<file path="config.mk">
export PLATFORM = sky130hd
export DESIGN_NAME = auth_param_list_parser_top
export DESIGN_NICKNAME = d
export VERILOG_FILES = /design/src/aplp_pkg.sv /design/src/aplp_front.sv /design/src/aplp_queue.sv /design/src/aplp_back.sv /design/src/auth_param_list_parser_top.sv
export SDC_FILE = /design/constraint.sdc
export NUM_CORES = 1
export LEC_CHECK = 0
export ABC_AREA = 1
export BUFFER_PORTS_ARGS = -buffer_cell sky130_fd_sc_hd__buf_2
export CELL_PAD_IN_SITES_DETAIL_PLACEMENT = 0
export CELL_PAD_IN_SITES_GLOBAL_PLACEMENT = 2
export CORE_MARGIN = 2
export CORE_UTILIZATION = 36
export DETAILED_ROUTE_END_ITERATION = 12
export PLACE_DENSITY_LB_ADDON = 0.1
export SLEW_MARGIN = 20
export SYNTH_ARGS = -nofsm -noshare
export SYNTH_HDL_FRONTEND = slang
export SYNTH_SLANG_ARGS = --single-unit
</file>
<file path="constraint.sdc">
create_clock -name clk -period 2.75 [get_ports clk]
set_input_delay 0.4125 -clock clk [delete_from_list [all_inputs] [get_ports clk]]
set_output_delay 0.4125 -clock clk [all_outputs]
set_load 0.02 [all_outputs]
</file>
<file path="src/aplp_pkg.sv">
// aplp_pkg: types and codes shared by the authentication parameter list parser.
// Holds the input/result payload structs, the classified queue entry and role/status codes.
// No dependencies.
`timescale 1ns / 1ps

package aplp_pkg;

  localparam int BYTE_W = 8;

  localparam logic [1:0] ROLE_NONE  = 2'd0;
  localparam logic [1:0] ROLE_NAME  = 2'd1;
  localparam logic [1:0] ROLE_VALUE = 2'd2;

  localparam logic [1:0] STATUS_BUSY = 2'd0;
  localparam logic [1:0] STATUS_OK   = 2'd1;
  localparam logic [1:0] STATUS_ERR  = 2'd2;

  localparam logic [BYTE_W-1:0] CH_EQUALS = 8'h3D;
  localparam logic [BYTE_W-1:0] CH_QUOTE  = 8'h22;
  localparam logic [BYTE_W-1:0] CH_BSLASH = 8'h5C;
  localparam logic [BYTE_W-1:0] CH_COMMA  = 8'h2C;
  localparam logic [BYTE_W-1:0] CH_SPACE  = 8'h20;

  typedef struct packed {
    logic [BYTE_W-1:0] data_byte;
    logic              has_byte;
    logic              last;
  } in_item_t;

  typedef struct packed {
    logic [BYTE_W-1:0] out_byte;
    logic [1:0]        char_role;
    logic              pair_done;
    logic [1:0]        status;
  } out_item_t;

  // Request as it travels from the classifier to the parser state machine
  typedef struct packed {
    logic [BYTE_W-1:0] data_byte;
    logic              has_byte;
    logic              last;
    logic              is_alnum;
    logic              is_space;
    logic              is_equals;
    logic              is_quote;
    logic              is_bslash;
    logic              is_comma;
  } cls_item_t;

endpackage

</file>
<file path="src/aplp_front.sv">
// aplp_front: accepts input requests and classifies the character.
// Depends on aplp_pkg.
`timescale 1ns / 1ps

module aplp_front (
  input  logic              in_valid,
  output logic              in_ready,
  input  aplp_pkg::in_item_t  in_data,
  output logic              push,
  output aplp_pkg::cls_item_t push_data,
  input  logic              q_full
);
  import aplp_pkg::*;

  logic [BYTE_W-1:0] c;

  assign c        = in_data.data_byte;
  assign in_ready = !q_full;
  assign push     = in_valid && !q_full;

  always_comb begin
    push_data.data_byte = c;
    push_data.has_byte  = in_data.has_byte;
    push_data.last      = in_data.last;
    push_data.is_alnum  = (c >= 8'h30 && c <= 8'h39) || (c >= 8'h41 && c <= 8'h5A) ||
                          (c >= 8'h61 && c <= 8'h7A);
    push_data.is_space  = (c == CH_SPACE) || (c >= 8'h09 && c <= 8'h0D);
    push_data.is_equals = (c == CH_EQUALS);
    push_data.is_quote  = (c == CH_QUOTE);
    push_data.is_bslash = (c == CH_BSLASH);
    push_data.is_comma  = (c == CH_COMMA);
  end

endmodule

</file>
<file path="src/aplp_queue.sv">
// aplp_queue: two-entry queue of classified requests between front and back.
// Depends on aplp_pkg.
`timescale 1ns / 1ps

module aplp_queue (
  input  logic                clk,
  input  logic                rst_n,
  input  logic                push,
  input  aplp_pkg::cls_item_t push_data,
  output logic                full,
  input  logic                pop,
  output logic                q_valid,
  output aplp_pkg::cls_item_t q_data
);
  import aplp_pkg::*;

  cls_item_t  mem_r [2];
  logic       wr_ptr_r, wr_ptr_nxt;
  logic       rd_ptr_r, rd_ptr_nxt;
  logic [1:0] count_r, count_nxt;

  assign full    = (count_r == 2'd2);
  assign q_valid = (count_r != 2'd0);
  assign q_data  = mem_r[rd_ptr_r];

  always_comb begin
    wr_ptr_nxt = push ? ~wr_ptr_r : wr_ptr_r;
    rd_ptr_nxt = pop  ? ~rd_ptr_r : rd_ptr_r;
    count_nxt  = count_r;
    if (push && !pop) begin
      count_nxt = count_r + 2'd1;
    end else if (pop && !push) begin
      count_nxt = count_r - 2'd1;
    end
  end

  always_ff @(posedge clk) begin
    if (!rst_n) begin
      wr_ptr_r <= 1'b0;
      rd_ptr_r <= 1'b0;
      count_r  <= 2'd0;
    end else begin
      wr_ptr_r <= wr_ptr_nxt;
      rd_ptr_r <= rd_ptr_nxt;
      count_r  <= count_nxt;
    end
  end

  always_ff @(posedge clk) begin
    if (push) begin
      mem_r[wr_ptr_r] <= push_data;
    end
  end

endmodule

</file>
<file path="src/aplp_back.sv">
// aplp_back: parser state machine and result register.
// Steps once per classified request taken from aplp_queue. Depends on aplp_pkg.
`timescale 1ns / 1ps

module aplp_back (
  input  logic                clk,
  input  logic                rst_n,
  input  logic                q_valid,
  input  aplp_pkg::cls_item_t q_data,
  output logic                pop,
  output logic                out_valid,
  input  logic                out_ready,
  output aplp_pkg::out_item_t out_data
);
  import aplp_pkg::*;

  localparam logic [2:0] ST_SPACE  = 3'd0;
  localparam logic [2:0] ST_TOKEN  = 3'd1;
  localparam logic [2:0] ST_EQUALS = 3'd2;
  localparam logic [2:0] ST_VALUE  = 3'd3;
  localparam logic [2:0] ST_QUOTED = 3'd4;
  localparam logic [2:0] ST_ESCAPE = 3'd5;
  localparam logic [2:0] ST_COMMA  = 3'd6;
  localparam logic [2:0] ST_ERROR  = 3'd7;

  logic [2:0] state_r, state_nxt;
  logic [2:0] step_st;
  logic       out_valid_r, out_valid_nxt;
  out_item_t  out_r;
  out_item_t  res;
  logic [1:0] role;
  logic       done;

  // Take a request whenever the result register is free or being drained
  assign pop       = q_valid && (!out_valid_r || out_ready);
  assign out_valid = out_valid_r;
  assign out_data  = out_r;

  always_comb begin
    role    = ROLE_NONE;
    done    = 1'b0;
    step_st = state_r;
    if (q_data.has_byte) begin
      unique case (state_r)
        ST_SPACE: begin
          if (q_data.is_alnum) begin
            role    = ROLE_NAME;
            step_st = ST_TOKEN;
          end else if (!q_data.is_space) begin
            step_st = ST_ERROR;
          end
        end
        ST_TOKEN: begin
          if (q_data.is_equals) begin
            step_st = ST_EQUALS;
          end else if (q_data.is_alnum) begin
            role = ROLE_NAME;
          end else begin
            step_st = ST_ERROR;
          end
        end
        ST_EQUALS: begin
          if (q_data.is_alnum) begin
            role    = ROLE_VALUE;
            step_st = ST_VALUE;
          end else if (q_data.is_quote) begin
            step_st = ST_QUOTED;
          end else begin
            step_st = ST_ERROR;
          end
        end
        ST_QUOTED: begin
          if (q_data.is_bslash) begin
            step_st = ST_ESCAPE;
          end else if (q_data.is_quote) begin
            done    = 1'b1;
            step_st = ST_COMMA;
          end else begin
            role = ROLE_VALUE;
          end
        end
        ST_ESCAPE: begin
          role    = ROLE_VALUE;
          step_st = ST_QUOTED;
        end
        ST_VALUE: begin
          if (q_data.is_space) begin
            done    = 1'b1;
            step_st = ST_COMMA;
          end else if (q_data.is_comma) begin
            done    = 1'b1;
            step_st = ST_SPACE;
          end else begin
            role = ROLE_VALUE;
          end
        end
        ST_COMMA: begin
          if (q_data.is_comma) begin
            step_st = ST_SPACE;
          end else if (!q_data.is_space) begin
            step_st = ST_ERROR;
          end
        end
        default: begin
          step_st = ST_ERROR;
        end
      endcase
    end

    res.status    = STATUS_BUSY;
    state_nxt     = step_st;
    if (q_data.last) begin
      // Close an open unquoted value at end of string
      if (step_st == ST_VALUE) begin
        done       = 1'b1;
        res.status = STATUS_OK;
      end else if (step_st == ST_COMMA) begin
        res.status = STATUS_OK;
      end else begin
        res.status = STATUS_ERR;
      end
      state_nxt = ST_SPACE;
    end
    res.char_role = role;
    res.pair_done = done;
    res.out_byte  = (role != ROLE_NONE) ? q_data.data_byte : '0;
  end

  always_comb begin
    out_valid_nxt = out_valid_r;
    if (pop) begin
      out_valid_nxt = 1'b1;
    end else if (out_ready) begin
      out_valid_nxt = 1'b0;
    end
  end

  always_ff @(posedge clk) begin
    if (!rst_n) begin
      state_r     <= ST_SPACE;
      out_valid_r <= 1'b0;
    end else begin
      out_valid_r <= out_valid_nxt;
      if (pop) begin
        state_r <= state_nxt;
      end
    end
  end

  always_ff @(posedge clk) begin
    if (pop) begin
      out_r <= res;
    end
  end

endmodule

</file>
<file path="src/auth_param_list_parser_top.sv">
// Byte-serial parser for an authentication parameter list (name=value, name="quoted").
//
// Input channel in_valid/in_ready/in_data: one character per request, with has_byte
// marking a real byte and last marking the end of the string. Result channel
// out_valid/out_ready/out_data: exactly one result per input request, in order,
// giving the character role (name or value), pair completion and, on the last
// request, accepted or syntax error.
// A classifier front end writes each request into a two-entry queue; the state machine
// back end takes one request per cycle from it into a result register unless stalled.
// An accepted request passes the queue entry, then the result register, to out_valid.
// Throughput: one request per cycle while not stalled, set by the parser state step.
// Reset (rst_n low, synchronous): queue emptied, result register invalid, parser
// back in its initial whitespace-skipping state.
// When the receiver stalls, the result holds in its register, the queue fills, and
// in_ready drops once both queue entries are taken.
// Depends on aplp_pkg, aplp_front, aplp_queue, aplp_back.
`timescale 1ns / 1ps

module auth_param_list_parser_top (
  input  logic                clk,
  input  logic                rst_n,
  input  logic                in_valid,
  output logic                in_ready,
  input  aplp_pkg::in_item_t  in_data,
  output logic                out_valid,
  input  logic                out_ready,
  output aplp_pkg::out_item_t out_data
);
  import aplp_pkg::*;

  logic      push;
  cls_item_t push_data;
  logic      q_full;
  logic      pop;
  logic      q_valid;
  cls_item_t q_data;

  aplp_front u_front (
    .in_valid  (in_valid),
    .in_ready  (in_ready),
    .in_data   (in_data),
    .push      (push),
    .push_data (push_data),
    .q_full    (q_full)
  );

  aplp_queue u_queue (
    .clk       (clk),
    .rst_n     (rst_n),
    .push      (push),
    .push_data (push_data),
    .full      (q_full),
    .pop       (pop),
    .q_valid   (q_valid),
    .q_data    (q_data)
  );

  aplp_back u_back (
    .clk       (clk),
    .rst_n     (rst_n),
    .q_valid   (q_valid),
    .q_data    (q_data),
    .pop       (pop),
    .out_valid (out_valid),
    .out_ready (out_ready),
    .out_data  (out_data)
  );

endmodule

</file>
Yosys cells after proc, flatten, opt, wreduce, memory -nomap -nowiden
Memory sizes are Yosys's and may differ from the RTL's. A register that Yosys moved wholly into a read port is not among the register bits.
Cells that the tools add are included.
{"block": "op_classes", "muxes": 41, "n_addsub": 2, "bitwise_logic": 3, "order_cmp": 8, "eq_ne": 14, "reduce_logical": 22}
{"operator": "$mux W3", "n": 12}
{"operator": "$eq A8 B6 Y1 const B", "n": 4}
{"operator": "$mux W2", "n": 11}
{"operator": "$pmux W3 S7", "n": 1}
{"operator": "$ge A8 B7 Y1 const B", "n": 2}
{"operator": "$le A8 B7 Y1 const B", "n": 2}
{"operator": "$mux W1", "n": 15}
{"operator": "$eq A3 B3 Y1 const B", "n": 4}
{"operator": "$pmux W2 S6", "n": 1}
{"operator": "$eq A3 B2 Y1 const B", "n": 3}
{"operator": "$eq A8 B7 Y1 const B", "n": 1}
{"operator": "$ge A8 B4 Y1 const B", "n": 1}
{"operator": "$ge A8 B6 Y1 const B", "n": 1}
{"operator": "$le A8 B4 Y1 const B", "n": 1}
{"operator": "$le A8 B6 Y1 const B", "n": 1}
{"operator": "$logic_and A1 B1 Y1", "n": 8}
{"operator": "$reduce_bool A2 Y1", "n": 4}
{"operator": "$logic_not A1 Y1", "n": 4}
{"operator": "$logic_or A1 B1 Y1", "n": 4}
{"operator": "$eq A3 B1 Y1 const B", "n": 1}
{"operator": "$logic_not A3 Y1", "n": 1}
{"operator": "$not A1 Y1", "n": 3}
{"operator": "$add A2 B1 Y2 const B", "n": 1}
{"operator": "$eq A2 B2 Y1 const B", "n": 1}
{"operator": "other kinds (3)", "n": 3}
{"block": "word_totals", "mem_bits_rw": 32, "reg_bits": 21, "wordCells": 101, "n_memories": 1, "output_inout_bits": 15, "inputBits": 14}
{"memory": "u_queue.mem_r", "depth": 2, "word_bits": 16, "rd": 1, "rd_clocked_by_memory_dff": 1, "wr": 1, "line": "aplp_queue.sv:17", "rtl": "cls_item_t mem_r [2];"}

Logic depth before layout (Yosys ltp)
{"block": "logic_depth", "word_depth": 7, "mapped_depth": 15, "mapped_depth_nobuf": 14}

Modules after synthesis
A second synthesis with hierarchy kept.
{"block": "unflattened", "cells_unflattened": 290, "area_unflattened_um2": 2864.0}
{"module": "aplp_queue", "seq_area_each_um2": 1061.0, "cells_per_inst": 85, "instances": 1, "area_per_inst_um2": 1437.6}
{"module": "aplp_back", "seq_area_each_um2": 470.5, "cells_per_inst": 151, "instances": 1, "area_per_inst_um2": 1163.6}
{"module": "aplp_front", "seq_area_each_um2": 0.0, "cells_per_inst": 54, "instances": 1, "area_per_inst_um2": 262.8}

Least setup slack after synthesis
OpenSTA, ideal clock, no wires.
{"block": "synth_path", "path_type": "reg-to-reg", "startpoint": "register u_back.out_valid_r, in the netlist u_back.out_valid", "endpoint": "register u_queue.count_r[1]", "stages_incl_launch_ff": 10, "slack_ps": 312, "setup_ps": 122, "arrival_ps": 2316, "path_buffers": 0, "period_less_slack_ps": 2438, "required_time_ps": 2628, "path_cell_list": "dfxtp_1 -> inv_1 -> nor2_1 -> a21oi_1 -> inv_1 -> ha_1 -> a21oi_1 -> o21ai_0 -> o21ai_0 -> a21oi_1"}
{"block": "synth_via", "elab_chain_len": 6, "elab_cells_between_ends": 8, "classes_between": "mux (1); reduce/logical (7)"}
{"item": "from (decl)", "line": "aplp_back.sv:28", "rtl": "logic out_valid_r, out_valid_nxt;"}
{"item": "from (signal assigned)", "line": "aplp_back.sv:143", "rtl": "out_valid_r <= out_valid_nxt;"}
{"item": "$logic_not A1 Y1 *", "line": "aplp_back.sv:35", "rtl": "assign pop = q_valid && (!out_valid_r || out_ready);"}
{"item": "$logic_or A1 B1 Y1 *", "line": "aplp_back.sv:35"}
{"item": "$logic_and A1 B1 Y1 *", "line": "aplp_back.sv:35"}
{"item": "net pop", "line": "auth_param_list_parser_top.sv:34", "rtl": "logic pop;"}
{"item": "$logic_not A1 Y1", "line": "aplp_queue.sv:30", "rtl": "if (push && !pop) begin"}
{"item": "$logic_and A1 B1 Y1", "line": "aplp_queue.sv:30"}
{"item": "$mux W2 / $reduce_bool A2 Y1 (equally long branches)"}
{"item": "to (signal assigned)", "line": "aplp_queue.sv:45", "rtl": "count_r <= count_nxt;"}
{"item": "to (decl)", "line": "aplp_queue.sv:20", "rtl": "logic [1:0] count_r, count_nxt;"}
The timed path passes the listed nets; every way through them passes the cells marked *.
A chain may end at the register's enable or synchronous reset.

==> key figures <==
Pwr
  • Leakage power: roughly 1.2 nW
  • Tot Pwr: roughly 0.0030 W
  • PwrDens: 1020 nW/um^2
  • Worst VDD drop: between 0.3 and 0.4 mV

Die
  • Core area: 7180 um^2
  • Die width: 89.6 um
  • Starting density of the core: a little under two fifths
  • Die area: around 8000 um^2
  • # rows: 31
  • # IOs: 29
  • Die Ht: between 80 and 90 um

Run status
  • Status: completed

STA
  • Max frequency: roughly 500 MHz
  • Worst Tran Pin Value: 526 ps
  • Worst slew margin: around 65%
  • Setup TNS: 0 ps
  • Minimum clock period: approximately 2000 ps
  • Final setup skew: around 6 ps
  • RSZ-0062 raised after global routing: false
  • Period utilization: between 70% and 80%
  • Final setup viols: 0
  • Endpoints failing hold: 0
  • Slew Limit Fails: 0

Drt
  • Metal3 WL: approximately 140 um
  • Final wirelength: between 5 and 6 mm
  • WL/cell: ~13 um
  • Met1 WL: 2.81 mm
  • Pre-antenna DRT Iters: 4
  • Met2 wire length: 2.18 mm
  • Vias/cell: between 4 and 5
  • Initial DRC count: about 150
  • DRT antenna net count: 0
  • DRC viols: 0
  • Highest routed layer: met4
  • Via Count: between 1.5k and 2k

Logic synthesis
  • Synth Register Bits: between 50 and 60
  • Syn_nets: roughly 300
  • Top cells by area, synth: edfxtp_1 (51%), nand2_1 (12%), dfxtp_1 (6.8%)
  • Asr flop ratio synth: 0%
  • Syn Inst Count: 282
  • Synth Area per Inst: between 9 and 10 um^2
  • Area leader, netlist: edfxtp_1
  • Ys Warns: 0
  • Synth top cells by count: nand2_1 (83), edfxtp_1 (45), inv_1 (30)
  • Post-synth EDFFs: 45
  • Synthesized area: around 2600 um^2
  • Top FF cell, synth: edfxtp_1
  • Sequential-to-total area share from yosys stat: around three fifths
  • Synth top area share: 51.2%
  • Most frequent cell after synthesis: nand2_1
  • Post-synth cell types: 31

Worst setup path
  • R2R Setup Slk: 730 ps
  • Worst path max stage delay: around 660 ps
  • Critical path, cell by cell: inv_8 -> nand2_2 -> nand2_2 -> nand2_2 -> nor2_1 -> or2_1 -> o21ai_2 -> inv_2 -> nor2_8 -> a21oi_2
  • CP startpoint kind: flip-flop
  • Crit-path max FO: 16
  • Kind of critical path: reg2reg
  • Bufs and invs on worst path: 2
  • Critical Path RT: 2800 ps
  • Slowest cell on crit path: dfxtp_1
  • CP dominant cell by count: nand2_2
  • Crit. End Element: flip-flop
  • Arr. time, crit path: 2070 ps
  • Top Family by Delay on Critical Path: simple AND/OR/NAND/NOR gates

Worst hold path
  • Hold Crit Class: in2reg

CTS
  • Num CTS Buffers: 5
  • CTS sink cnt: 54
  • Resize count post-CTS: 0
  • Worst-Skew Late Latency: approximately 300 ps
  • Reg clk slew, reported paths: about 90 ps
  • CTS tree: done
  • H-tree levels: 2
  • Root Driver: clkbuf_8
  • CTS max path bufs: 2
  • CTS Hold Buffers Added: 0
  • Post-CTS Setup Bufs: 0

Flow run
  • Max Cap Violations: 0

Global routing
  • Initial antenna violation count: 0
  • Vias in the first global route: around 1.7k
  • Largest net degree at the start of global routing: 18
  • Total Routing Usage GR: between 10% and 20%
  • GR Overflow Total: 0
  • First-pass GRT wire length: 8.60 mm

Finish
  • Layout cells sized above 1: 24.8%
  • Nets: about 330
  • Fill cell count: ~740
  • Antenna Diode Count: 0
  • Syn-to-layout area delta: 12.1%

Placed design
  • Routability cong.: approximately 0.84
  • Post-DP HPWL: about 4 mm
  • Port-buffer cells: 28
final timing paths:
path	start	cells past startpoint	endpoint
worst max-delay path	flip-flop	10	u_back.out_data[11]$_SDFFCE_PN0P_
worst min register to register	u_queue.rd_ptr_r$_SDFFE_PN0P_	1	flip-flop
worst min-delay path	in_data[0]	1	u_queue.mem_r[0][6]$_DFFE_PP_
worst max register to register	flip-flop	10	u_back.out_data[11]$_SDFFCE_PN0P_
state kept, by name, indices dropped and copies added, names as in the netlist, named ones only:
| register | cells |
|---|---|
| u_queue.mem_r | 32 |
| u_back.out_valid | 1 |
| u_queue.wr_ptr_r | 1 |
| u_queue.rd_ptr_r | 1 |
| u_back.state_r | 3 |
| u_back.out_data | 13 |
| u_queue.count_r | 2 |
worst reg2reg max path, stage by stage, from the launching register on:
cell     delay (ps)
dfxtp_1         660
inv_8           120
nand2_2          90
nand2_2          80
nand2_2          90
nor2_1           50
or2_1           220
o21ai_2         150
inv_2            80
nor2_8          180
a21oi_2          60
cells in the final DEF, fill, tap and decap left out, types with 3 or more instances in the layout:
cell / netlist / layout
a21oi_1: 10 / 10
a21oi_2: 9 / 9
buf_2: 2 / 28
buf_4: 1 / 4
clkbuf_8: 0 / 5
dfxtp_1: 9 / 9
edfxtp_1: 45 / 45
inv_1: 30 / 30
inv_2: 6 / 6
nand2_1: 83 / 83
nand2_2: 13 / 13
nand3_1: 9 / 9
nand4_1: 3 / 3
nor2_1: 26 / 26
nor2_2: 6 / 6
nor3_1: 3 / 3
o21ai_0: 6 / 6
cell type report:
type                    instances  area [um^2]  share of cell area [%]
repair buffers                 32          170                    5.75
multi-input cells             184          903                    30.5
clock inverters                 1         7.51                   0.254
inverters                      37          146                    4.95
well taps                      99          124                    4.19
clock buffers                   7         76.3                    2.58
flip-flops and latches         54         1530                    51.8
cells by family (layout without fill, tap and decap cells):
kind of cell               after synthesis  count (layout)  synth area share [%]
AOI/OAI and AO/OA                       32              32                  7.96
adders and majority gates                1               1                 0.474
DFF                                     54              54                  58.0
xor gates and xnor gates                 1               1                 0.332
and+or+nand+nor                        150             150                  25.5
buffers and inverters                   44              77                  7.77
stage by stage:
| stage | worst slack (ps) | std cells | cell area [um^2] | hold slack [ps] | utilization, % |
|---|---|---|---|---|---|
| 2_1_floorplan | 312 | 282 | 2640 | 425 | - |
| 3_3_place_gp | 742 | 406 | 2880 | 437 | 40.1 |
| 3_5_place_dp | 710 | 406 | 2880 | 439 | 40.1 |
| 4_1_cts | 698 | 414 | 2960 | 288 | 41.2 |
| 5_1_grt | 558 | 414 | 2960 | 283 | 41.2 |
| 6_report | 730 | 414 | 2960 | 299 | 41.2 |
per-layer routing:
metal | track usage, % | up-vias
met5 | 0 | -
met4 | 4.75 | 0
met3 | 2.74 | 8
met2 | 20.0 | 33
li1 | - | 975
met1 | 22.1 | 842
where the power goes:
| part | switching (W) | internal (W) | leakage, nW |
|---|---|---|---|
| clock network | 0.000240 | 0.000181 | 0.0385 |
| logic | 0.000909 | 0.000415 | 0.706 |
| registers | 0.000117 | 0.00116 | 0.505 |
No activity file was read; power rests on OpenSTA's default activity.
